## config.mk

```make
export PLATFORM = sky130hd
export DESIGN_NAME = cic_polyphase_interpolator_x4_unit
export DESIGN_NICKNAME = d
export VERILOG_FILES = /design/src/hw/rtl/cicpi_pkg.sv /design/src/hw/rtl/cic_polyphase_interpolator_x4_unit.sv /design/src/hw/rtl/cicpi_lane.sv
export SDC_FILE = /design/constraint.sdc
export NUM_CORES = 2
export LEC_CHECK = 0
export ABC_AREA = 1
export BUFFER_PORTS_ARGS = -buffer_cell sky130_fd_sc_hd__buf_4
export CAP_MARGIN = 25
export CORE_MARGIN = 2
export CORE_UTILIZATION = 50
export DETAILED_ROUTE_END_ITERATION = 10
export PLACE_DENSITY = 0.67
export SLEW_MARGIN = 40
export SYNTH_ARGS = -nofsm -noshare
export SYNTH_HDL_FRONTEND = slang
export SYNTH_HIERARCHICAL = 1
export SYNTH_SLANG_ARGS = --single-unit
```

## constraint.sdc

```tcl
create_clock -name clk -period 11.05 [get_ports clk]
set_clock_uncertainty 0.15 [all_clocks]
set_input_delay 0.5525 -clock clk [delete_from_list [all_inputs] [get_ports clk]]
set_output_delay 0.5525 -clock clk [all_outputs]
set_load 0.005 [all_outputs]
```

## src/hw/rtl/cicpi_pkg.sv

```systemverilog
// Package: widths, filter coefficient table and lane control type for the CIC interpolator.
`timescale 1ns / 1ps
`default_nettype none
package cicpi_pkg;

  localparam int CIC_ORDER   = 8;
  localparam int RATE_FACTOR = 4;
  localparam int CHANNELS    = 4;
  localparam int SAMPLE_W    = 16;
  localparam int TIME_W      = 40;
  localparam int COEF_W      = 16;
  localparam int DIGIT_W     = 4;
  localparam int NUM_DIGITS  = COEF_W / DIGIT_W;
  localparam int ACC_W       = 32;
  localparam int SCALE_SH    = 14;
  localparam int RING_DEPTH  = CIC_ORDER;
  localparam int TAP_COUNT   = CIC_ORDER * (RATE_FACTOR - 1) + 1;
  localparam int TAB_LEN     = CIC_ORDER * RATE_FACTOR;
  localparam int FILL_ITEMS  = CIC_ORDER + 1;

  localparam logic [TIME_W-1:0] GROUP_DELAY = TIME_W'(12);

  typedef logic [COEF_W-1:0] coef_tab_t [TAB_LEN];
  typedef logic [CHANNELS-1:0][SAMPLE_W-1:0] sample_set_t;

  typedef struct packed {
    logic en;
    logic first;
    logic last;
    logic clear;
  } lane_ctl_t;

  // prototype = ones(RATE_FACTOR) convolved CIC_ORDER times, zero past the end
  function automatic coef_tab_t build_coef();
    int p [TAB_LEN];
    int t [TAB_LEN];
    coef_tab_t r;
    int len;
    for (int i = 0; i < TAB_LEN; i++) p[i] = 0;
    p[0] = 1;
    len = 1;
    for (int n = 0; n < CIC_ORDER; n++) begin
      for (int i = 0; i < TAB_LEN; i++) t[i] = 0;
      for (int i = 0; i < len; i++)
        for (int s = 0; s < RATE_FACTOR; s++)
          if (i + s < TAP_COUNT) t[i + s] += p[i];
      len += RATE_FACTOR - 1;
      for (int i = 0; i < TAB_LEN; i++) p[i] = t[i];
    end
    for (int i = 0; i < TAB_LEN; i++) r[i] = COEF_W'(p[i]);
    return r;
  endfunction

  localparam coef_tab_t COEF_TAB = build_coef();

endpackage
`default_nettype wire

```

## src/hw/rtl/cic_polyphase_interpolator_x4_unit.sv

```systemverilog
// Top level: ring of sample sets, tap sequencer and four digit-serial lanes.
//
// Input channel in_*: one timestamped set of four signed samples per transfer.
// Result channel out_*: four results per input once the ring is primed,
// result 0 first; out_last_of_run marks the fourth.
// The first nine inputs only fill the ring and give no result.
// Each result walks 8 taps oldest first; every tap multiplies by the 16-bit
// coefficient 4 bits a cycle; the walk starts after the input transfer or after
// the previous result transfer, and a flush state then adds the last term to
// the accumulator before the result is shown.
// A filling input is stored without leaving the idle state.
// One item is in flight at a time: in_stall is high from the transfer until
// the fourth result has been taken.
// A stalled result holds its payload until transferred; the lanes wait.
// Reset (rst_n low, synchronous) empties the ring bookkeeping and drops
// any run in progress; ring contents are not cleared.
`timescale 1ns / 1ps
`default_nettype none
module cic_polyphase_interpolator_x4_unit
  import cicpi_pkg::*;
(
  input  wire logic                       clk,
  input  wire logic                       rst_n,
  input  wire logic                       in_valid,
  output logic                            in_stall,
  input  wire logic [TIME_W-1:0]          in_time_tick,
  input  wire logic signed [SAMPLE_W-1:0] in_accel_x,
  input  wire logic signed [SAMPLE_W-1:0] in_accel_y,
  input  wire logic signed [SAMPLE_W-1:0] in_accel_z,
  input  wire logic signed [SAMPLE_W-1:0] in_accel_mag,
  output logic                            out_valid,
  input  wire logic                       out_stall,
  output logic [TIME_W-1:0]               out_time,
  output logic signed [SAMPLE_W-1:0]      out_x,
  output logic signed [SAMPLE_W-1:0]      out_y,
  output logic signed [SAMPLE_W-1:0]      out_z,
  output logic signed [SAMPLE_W-1:0]      out_mag,
  output logic                            out_last_of_run
);

  localparam int PTR_W  = $clog2(RING_DEPTH);
  localparam int K_W    = $clog2(RATE_FACTOR);
  localparam int D_W    = $clog2(NUM_DIGITS);
  localparam int FILL_W = $clog2(FILL_ITEMS + 1);

  typedef enum logic [3:0] {
    S_IDLE  = 4'b0001,
    S_MAC   = 4'b0010,
    S_FLUSH = 4'b0100,
    S_OUT   = 4'b1000
  } state_t;

  state_t state_r, state_nxt;
  sample_set_t ring_r [RING_DEPTH];
  logic [PTR_W-1:0]  wp_r, wp_nxt, rd_r, rd_nxt, j_r, j_nxt;
  logic [K_W-1:0]    k_r, k_nxt;
  logic [D_W-1:0]    d_r, d_nxt;
  logic [FILL_W-1:0] fill_r, fill_nxt;
  logic [COEF_W-1:0] coef_sr_r, coef_sr_nxt;
  logic [TIME_W-1:0] time_r, time_nxt;
  logic [COEF_W-1:0] coef;
  logic [DIGIT_W-1:0] digit;
  logic in_xfer, out_xfer, k_last;
  lane_ctl_t ctl;
  sample_set_t rd_set, wr_set;
  logic signed [SAMPLE_W-1:0] res [CHANNELS];

  assign in_stall = (state_r != S_IDLE);
  assign in_xfer  = in_valid && !in_stall;
  assign out_valid = (state_r == S_OUT);
  assign out_xfer  = out_valid && !out_stall;
  assign k_last    = (k_r == K_W'(RATE_FACTOR - 1));

  assign wr_set = {in_accel_mag, in_accel_z, in_accel_y, in_accel_x};
  assign rd_set = ring_r[rd_r];

  // tap j of phase k uses prototype index (RATE_FACTOR-1-k) + RATE_FACTOR*j
  assign coef  = COEF_TAB[{j_r, ~k_r}];
  assign digit = (d_r == '0) ? coef[COEF_W-1 -: DIGIT_W] : coef_sr_r[COEF_W-1 -: DIGIT_W];

  always_comb begin
    state_nxt   = state_r;
    wp_nxt      = wp_r;
    rd_nxt      = rd_r;
    j_nxt       = j_r;
    k_nxt       = k_r;
    d_nxt       = d_r;
    fill_nxt    = fill_r;
    coef_sr_nxt = coef_sr_r << DIGIT_W;
    time_nxt    = time_r;
    ctl         = '0;
    if (d_r == '0) coef_sr_nxt = coef << DIGIT_W;
    case (state_r)
      S_IDLE: begin
        if (in_xfer) begin
          wp_nxt = wp_r + 1'b1;
          if (fill_r < FILL_W'(FILL_ITEMS)) begin
            fill_nxt = fill_r + 1'b1;
          end else begin
            rd_nxt    = wp_r + 1'b1;
            j_nxt     = '0;
            k_nxt     = '0;
            d_nxt     = '0;
            time_nxt  = in_time_tick - GROUP_DELAY;
            ctl.clear = 1'b1;
            state_nxt = S_MAC;
          end
        end
      end
      S_MAC: begin
        ctl.en    = 1'b1;
        ctl.first = (d_r == '0);
        ctl.last  = (d_r == D_W'(NUM_DIGITS - 1));
        d_nxt     = d_r + 1'b1;
        if (ctl.last) begin
          j_nxt  = j_r + 1'b1;
          rd_nxt = rd_r + 1'b1;
          if (j_r == PTR_W'(RING_DEPTH - 1)) state_nxt = S_FLUSH;
        end
      end
      S_FLUSH: begin
        state_nxt = S_OUT;
      end
      S_OUT: begin
        if (out_xfer) begin
          if (k_last) begin
            state_nxt = S_IDLE;
          end else begin
            k_nxt     = k_r + 1'b1;
            time_nxt  = time_r + 1'b1;
            rd_nxt    = wp_r;
            j_nxt     = '0;
            d_nxt     = '0;
            ctl.clear = 1'b1;
            state_nxt = S_MAC;
          end
        end
      end
      default: begin
        state_nxt = S_IDLE;
      end
    endcase
  end

  always_ff @(posedge clk) begin
    if (in_xfer) ring_r[wp_r] <= wr_set;
    coef_sr_r <= coef_sr_nxt;
    time_r    <= time_nxt;
    rd_r      <= rd_nxt;
    j_r       <= j_nxt;
    d_r       <= d_nxt;
    if (!rst_n) begin
      state_r <= S_IDLE;
      wp_r    <= '0;
      fill_r  <= '0;
      k_r     <= '0;
    end else begin
      state_r <= state_nxt;
      wp_r    <= wp_nxt;
      fill_r  <= fill_nxt;
      k_r     <= k_nxt;
    end
  end

  for (genvar c = 0; c < CHANNELS; c++) begin : g_lane
    cicpi_lane u_lane (
      .clk    (clk),
      .rst_n  (rst_n),
      .ctl    (ctl),
      .sample (rd_set[c]),
      .digit  (digit),
      .result (res[c])
    );
  end

  assign out_time        = time_r;
  assign out_x           = res[0];
  assign out_y           = res[1];
  assign out_z           = res[2];
  assign out_mag         = res[3];
  assign out_last_of_run = k_last;

endmodule
`default_nettype wire

```

## src/hw/rtl/cicpi_lane.sv

```systemverilog
// One channel lane: digit-serial multiply-accumulate, rounding and saturation.
`timescale 1ns / 1ps
`default_nettype none
module cicpi_lane
  import cicpi_pkg::*;
(
  input  wire logic                       clk,
  input  wire logic                       rst_n,
  input  wire lane_ctl_t                  ctl,
  input  wire logic signed [SAMPLE_W-1:0] sample,
  input  wire logic [DIGIT_W-1:0]         digit,
  output logic signed [SAMPLE_W-1:0]      result
);

  localparam logic signed [ACC_W-1:0] ROUND_HALF = ACC_W'(1) <<< (SCALE_SH - 1);
  localparam logic signed [ACC_W-1:0] SAT_MAX = ACC_W'((1 << (SAMPLE_W - 1)) - 1);
  localparam logic signed [ACC_W-1:0] SAT_MIN = -(ACC_W'(1) <<< (SAMPLE_W - 1));

  logic signed [SAMPLE_W+DIGIT_W:0] prod;
  logic signed [ACC_W-1:0] term_r, term_nxt;
  logic signed [ACC_W-1:0] acc_r, acc_nxt;
  logic add_r;
  logic signed [ACC_W-1:0] rnd, q;

  assign prod = sample * $signed({1'b0, digit});

  always_comb begin
    term_nxt = term_r;
    if (ctl.en) begin
      term_nxt = (ctl.first ? '0 : (term_r <<< DIGIT_W)) + ACC_W'(prod);
    end
    acc_nxt = acc_r;
    if (ctl.clear) begin
      acc_nxt = '0;
    end else if (add_r) begin
      acc_nxt = acc_r + term_r;
    end
  end

  always_ff @(posedge clk) begin
    term_r <= term_nxt;
    acc_r  <= acc_nxt;
    if (!rst_n) begin
      add_r <= 1'b0;
    end else begin
      add_r <= ctl.en & ctl.last;
    end
  end

  assign rnd = acc_r + ROUND_HALF;
  assign q   = rnd >>> SCALE_SH;

  always_comb begin
    if (q > SAT_MAX) begin
      result = SAT_MAX[SAMPLE_W-1:0];
    end else if (q < SAT_MIN) begin
      result = SAT_MIN[SAMPLE_W-1:0];
    end else begin
      result = q[SAMPLE_W-1:0];
    end
  end

endmodule
`default_nettype wire

```

Yosys cells after proc, flatten, opt, wreduce, memory -nomap -nowiden
Memory sizes are Yosys's and may differ from the RTL's. A register that Yosys moved wholly into a read port is not among the register bits.
Index checks and enable logic that the tools add are counted.
Word-level totals
  output and inout port bits: 107
  input port bits: 108
  word-level logic and storage cells: 141
  bits in read-only memories: 512
  register bits: 334
  memories kept: 2
  bits in writable memories: 512
Memory list
  (name not given): words 32, bits a word 16, rd ports 1, clocked after Yosys merged registers in 0, write ports 0, line cic_polyphase_interpolator_x4_unit.sv:78  | assign coef = COEF_TAB[{j_r, ~k_r}];
  ring_r: words 8, bits a word 64, rd ports 1, clocked after Yosys merged registers in 1, write ports 1, line cic_polyphase_interpolator_x4_unit.sv:54  | sample_set_t ring_r [RING_DEPTH];
Cells by class
  reductions and logical operators: 13
  equality and inequality tests: 14
  add/subtract/negate cells: 20
  order comparisons: 10
  multiply operators: 4
  mux-type cells: 57
  bitwise operators: 3
Operators by type and width (count)
  $add A32 B32 Y32: 8
  $mux W16: 11
  $mux W40: 4
  $add A32 B15 Y32 const B: 4
  $mux W32: 4
  $mul A16 B5 Y21: 4
  $pmux W40 S2: 1
  $gt A18 B16 Y1 const B: 4
  $lt A18 B16 Y1 const B: 4
  $add A40 B1 Y40 const B: 1
  $sub A40 B4 Y40 const B: 1
  $mux W3: 12
  $mux W4: 6
  $pmux W3 S3: 2
  $pmux W4 S4: 1
  $reduce_and A5 Y1: 3
  $mux W2: 7
  $ne A2 B2 Y1 const B: 5
  $add A3 B1 Y3 const B: 3
  $ge A6 B6 Y1 const B: 1
  $mux W1: 6
  $not A5 Y6: 1
  $pmux W2 S3: 1
  $reduce_and A6 Y1: 1
  other kinds (22): 26

Longest topological paths before layout
  depth after elaboration: 8
  depth in mapped cells: 40
  gate-level depth less buffers: 37

Hierarchy
Netlist, hierarchy kept.
Modules (own cells, without submodules)
  cic_polyphase_interpolator_x4_unit: instances 1, seq. area each 17376.7 um^2, cells an instance 2370, area an instance 25652.1 um^2
  cicpi_lane at g_lane[0].u_lane: instances 1, seq. area each 1621.6 um^2, cells an instance 1289, area an instance 8805.9 um^2
  cicpi_lane at g_lane[3].u_lane: instances 1, seq. area each 1621.6 um^2, cells an instance 1314, area an instance 8749.6 um^2
  cicpi_lane at g_lane[1].u_lane: instances 1, seq. area each 1621.6 um^2, cells an instance 1263, area an instance 8710.9 um^2
  cicpi_lane at g_lane[2].u_lane: instances 1, seq. area each 1621.6 um^2, cells an instance 1291, area an instance 8689.6 um^2

Worst setup path before layout
OpenSTA, ideal clock, no wires.
  path kind: input to register
  from: input port in_valid
  to: memory ring_r[2][0] (netlist name) (enable)
  arrival: 5305 ps
  required time: 10335 ps
  stages: 4
  slack: 5030 ps
  path buffers: 0
  path through: inv_1 > nor2_1 > nand2_1 > nor3_1
On the way
  word-level cells in the longest chain between the ends: 3
Ends and longest elaborated chain
  start: declaration: line cic_polyphase_interpolator_x4_unit.sv:24  | input wire logic in_valid,
  $logic_and A1 B1 Y1: line cic_polyphase_interpolator_x4_unit.sv:69  | assign in_xfer = in_valid && !in_stall;
  $mux W1: line cic_polyphase_interpolator_x4_unit.sv:146  | if (in_xfer) ring_r[wp_r] <= wr_set;
  $mux W1 (implied by the code): line cic_polyphase_interpolator_x4_unit.sv:146
  end: declaration: line cic_polyphase_interpolator_x4_unit.sv:54
Every way passes these cells.

==> impl_metrics.ini <==
[clock_network]
cts_tree = done
cts_max_level = 3
cts_resized = 0
clock-root-buffer = sky130_fd_sc_hd__clkbuf_16
tritoncts_num_sinks = 848
worst_skew_pair.late_latency_ps = 720
clock_path_buffers = 3
clkTransAtPathRegs_ps = 60
cts-buffers-inserted = 94

[final_layout]
share_of_cells_above_drive_strength_1_pct = 7.52
ff_latch_area_mm2 = 0.0239
layout.cell_area.non_filler_mm2 = 0.0677
post-route-util_pct = 56.4
multiInputGateArea_mm2 = 0.0314
area_added_between_synthesis_and_finish_pct = 11.7
fillCellCount = 11000
design.final.nets = 8391

[timing]
rsz0062_at_grt = no
timing.final.max_slew_violations = 0
timing.slew.headroom_pct = 44.9
worst_slew_pin_slew_ps = 826
finalHoldWorstSlack_ps = 72.2
setup_violations = 0
final_min_period_over_clock_period_pct = 71.3
timing.setup.tns_ps = 0
max_freq_mhz = 127
layout_min_cycle_time_ps = 7880
finalHoldViolCount = 0

[logic_synthesis]
synth_cell_type_count = 68
synth_seq_area_share_pct = 39.4
syn_area_mm2 = 0.0606
synth_seq_cells = 848
synth-edff-count = 688
synth_fp_nets = 8185
synth_top_flop_cell = sky130_fd_sc_hd__edfxtp_1
synth_warnings = 6
syn_area_per_cell_um2 = 8.05
synth-async-reset-ratio_pct = 0
netlist_instances = 7527

[route]
via_count = 50100
avgRoutedWirePerCell_um = 16.3
remaining_drc_errors = 0
totalWireLength_mm = 154
detailedRoute.firstPassIterationCount = 6
route.antenna.remaining_nets = 0
routed_via_density = 5.31
iteration_0_drc_markers = 3458

[placed_design]
placed_area_mm2 = 0.0637
dp.final_hpwl_mm = 111
final_weighted_congestion_in_routability_driven_placement = 0.925
portBuffers = 214

[floorplan]
die_w_um = 352
initial_core_utilization_pct = 50.5
io-pin-count = 215
placement_rows = 127
fp.dieArea_mm2 = 0.124
coreArea_mm2 = 0.120
dieHeight_um = 352

[power]
power_density_mw_per_mm2 = 105
power.static_leakage_nw = 33.0
vdd_ir_drop_max_uv = 139
p_total_mw = 7.10

[critical_path]
critical_path_sink_type = flip-flop
timing.critical_path.required_ps = 11350
worst_setup_path_start_kind = flip-flop
timing.setup.critical_path_class = reg -> reg
timing.critical_path.slowest_stage_cell = sky130_fd_sc_hd__dfxtp_4
path_common_cell = sky130_fd_sc_hd__nand2_1
critical_path_peak_fanout = 123
crit_path_max_incr_delay_ps = 820
worst_ep_arrival_time_ps = 8180

[global_route]
global_route.overflow_total = 0
globalRouteTotalUtil_pct = 24.6
via_count_of_the_first_global_routing_pass = 48700
grt_start_max_net_pins = 202
wire_length_of_the_first_global_routing_pass_mm = 250
initial_antenna_violation_count = 24

[run_status]
outcome = completed

[hold_path]
hold_path.class = in -> reg

[run]
cap_violations = 0
cells in the final DEF (no fill, tap or decap), types with 23 or more instances in the layout:
cell                            count
sky130_fd_sc_hd__nand4_1           66
sky130_fd_sc_hd__a21oi_1          414
sky130_fd_sc_hd__nand2_2           35
sky130_fd_sc_hd__a31oi_1           28
sky130_fd_sc_hd__o21ai_2           23
sky130_fd_sc_hd__nand3_1          349
sky130_fd_sc_hd__buf_4            247
sky130_fd_sc_hd__xor2_1           224
sky130_fd_sc_hd__clkbuf_16         96
sky130_fd_sc_hd__nand2_1         1614
sky130_fd_sc_hd__o32ai_1          128
sky130_fd_sc_hd__a21o_1            48
sky130_fd_sc_hd__edfxtp_1         688
sky130_fd_sc_hd__nand3_2           28
sky130_fd_sc_hd__inv_1           1173
sky130_fd_sc_hd__fa_1             140
sky130_fd_sc_hd__nor3_1            33
sky130_fd_sc_hd__dfxtp_1          157
sky130_fd_sc_hd__xnor2_1           79
sky130_fd_sc_hd__o21ai_0          378
sky130_fd_sc_hd__ha_1             410
sky130_fd_sc_hd__o21bai_1          24
sky130_fd_sc_hd__nor2_1          1011
sky130_fd_sc_hd__dlygate4sd3_1     67
worst max-delay path, delay by kind of cell, from the launching register on:
family / cells / cell delay [ps]
compound gates: 5 / 1300
simple gates: 14 / 2220
buf+inv: 5 / 990
flops: 1 / 820
fa+ha+maj: 5 / 2090
where the power goes:
group / switching [mW] / total [mW] / internal, mW
registers: 0.0175 / 3.52 / 3.50
clock network: 1.37 / 3.32 / 1.95
logic: 0.168 / 0.262 / 0.0945
total: 1.56 / 7.10 / 5.55
cells by family after synthesis:
family	Yosys count	synth area share, %
xor+xnor	307	4.49
flops	848	39.4
compound gates	1170	11.5
fa+ha+maj	550	13.1
simple gates	3249	22.5
buf+inv	1403	9.07
synthesized netlist by cell type, drive strengths merged (7+ instances only):
| cell | count | area share [%] |
|---|---|---|
| nand4 | 66 | 0.68 |
| inv | 1192 | 7.4 |
| a31oi | 28 | 0.29 |
| o21ai | 418 | 3.6 |
| nand3 | 380 | 3.4 |
| a21o | 48 | 0.59 |
| buf | 75 | 0.84 |
| o21bai | 25 | 0.33 |
| o32ai | 128 | 1.8 |
| and3 | 9 | 0.093 |
| nor3 | 49 | 0.57 |
| fa | 140 | 4.6 |
| ha | 410 | 8.5 |
| o211ai | 18 | 0.22 |
| or2 | 15 | 0.16 |
| edfxtp | 688 | 34 |
| nand2 | 1653 | 10 |
| a21oi | 419 | 3.5 |
| o311ai | 7 | 0.10 |
| xor2 | 227 | 3.3 |
| nor4 | 24 | 0.31 |
| nand3b | 13 | 0.20 |
| clkbuf | 135 | 0.84 |
| o21a | 17 | 0.21 |
| nor2 | 1029 | 6.5 |
| o221ai | 7 | 0.10 |
| nor3b | 8 | 0.14 |
| a221oi | 9 | 0.13 |
| dfxtp | 160 | 5.3 |
| a21boi | 14 | 0.17 |
| o31ai | 16 | 0.20 |
| xnor2 | 80 | 1.2 |
per-stage QoR:
step	setup slack, ps	std cells
floorplan	5030	7527
global placement	3030	9180
detailed placement	3280	9180
CTS	3180	9425
global route	2600	9433
finish	3170	9436
layer usage:
metal / vias to the layer above / part of all wire, % / GRT usage (%)
met5: - / 0.12 / 0
met4: 30 / 2.4 / 7.08
met3: 228 / 6.4 / 4.35
met2: 1275 / 45 / 40.4
met1: 23400 / 46 / 33.3
li1: 25200 / - / -
path summary, 6_finish.rpt:
kind / start / endpoint / slack, ps / cells past startpoint
min: out_stall / d_r[1]$_SDFFCE_PN0P_ / 70 / 2
max: flip-flop / g_lane[2].u_lane/term_r[29]$_DFFE_PP_ / 3170 / 29
min reg2reg: coef_sr_r[10]$_DFF_P_ / coef_sr_r[14]$_DFF_P_ / 280 / 2
max reg2reg: flip-flop / g_lane[2].u_lane/term_r[29]$_DFFE_PP_ / 3170 / 29
flip-flops by register name, summed over array words and instances, names as in the netlist, 4 cells and up, named ones only:
register	count
coef_sr_r	12
fill_r	4
g_lane.u_lane/acc_r	128
g_lane.u_lane/add_r	4
g_lane.u_lane/term_r	128
out_time	40
ring_r	512
state_r	4
final cells by class:
cell class	count	share of cell area, %
multi-input combinational	5276	46.3
sequential	848	35.3
clock buffer	120	3.79
clock inverter	58	1.08
timing repair buffer	320	3.88
inverter	1193	6.65
antenna	9	0.0333
tap	1612	2.98
repair_timing:
item | 4_1_cts | 5_1_grt
buffers inserted | 0 | 0
endpoints found under the hold margin | 515 | 0
hold buffers | 67 | 0
No activity file was read; power rests on OpenSTA's default activity.
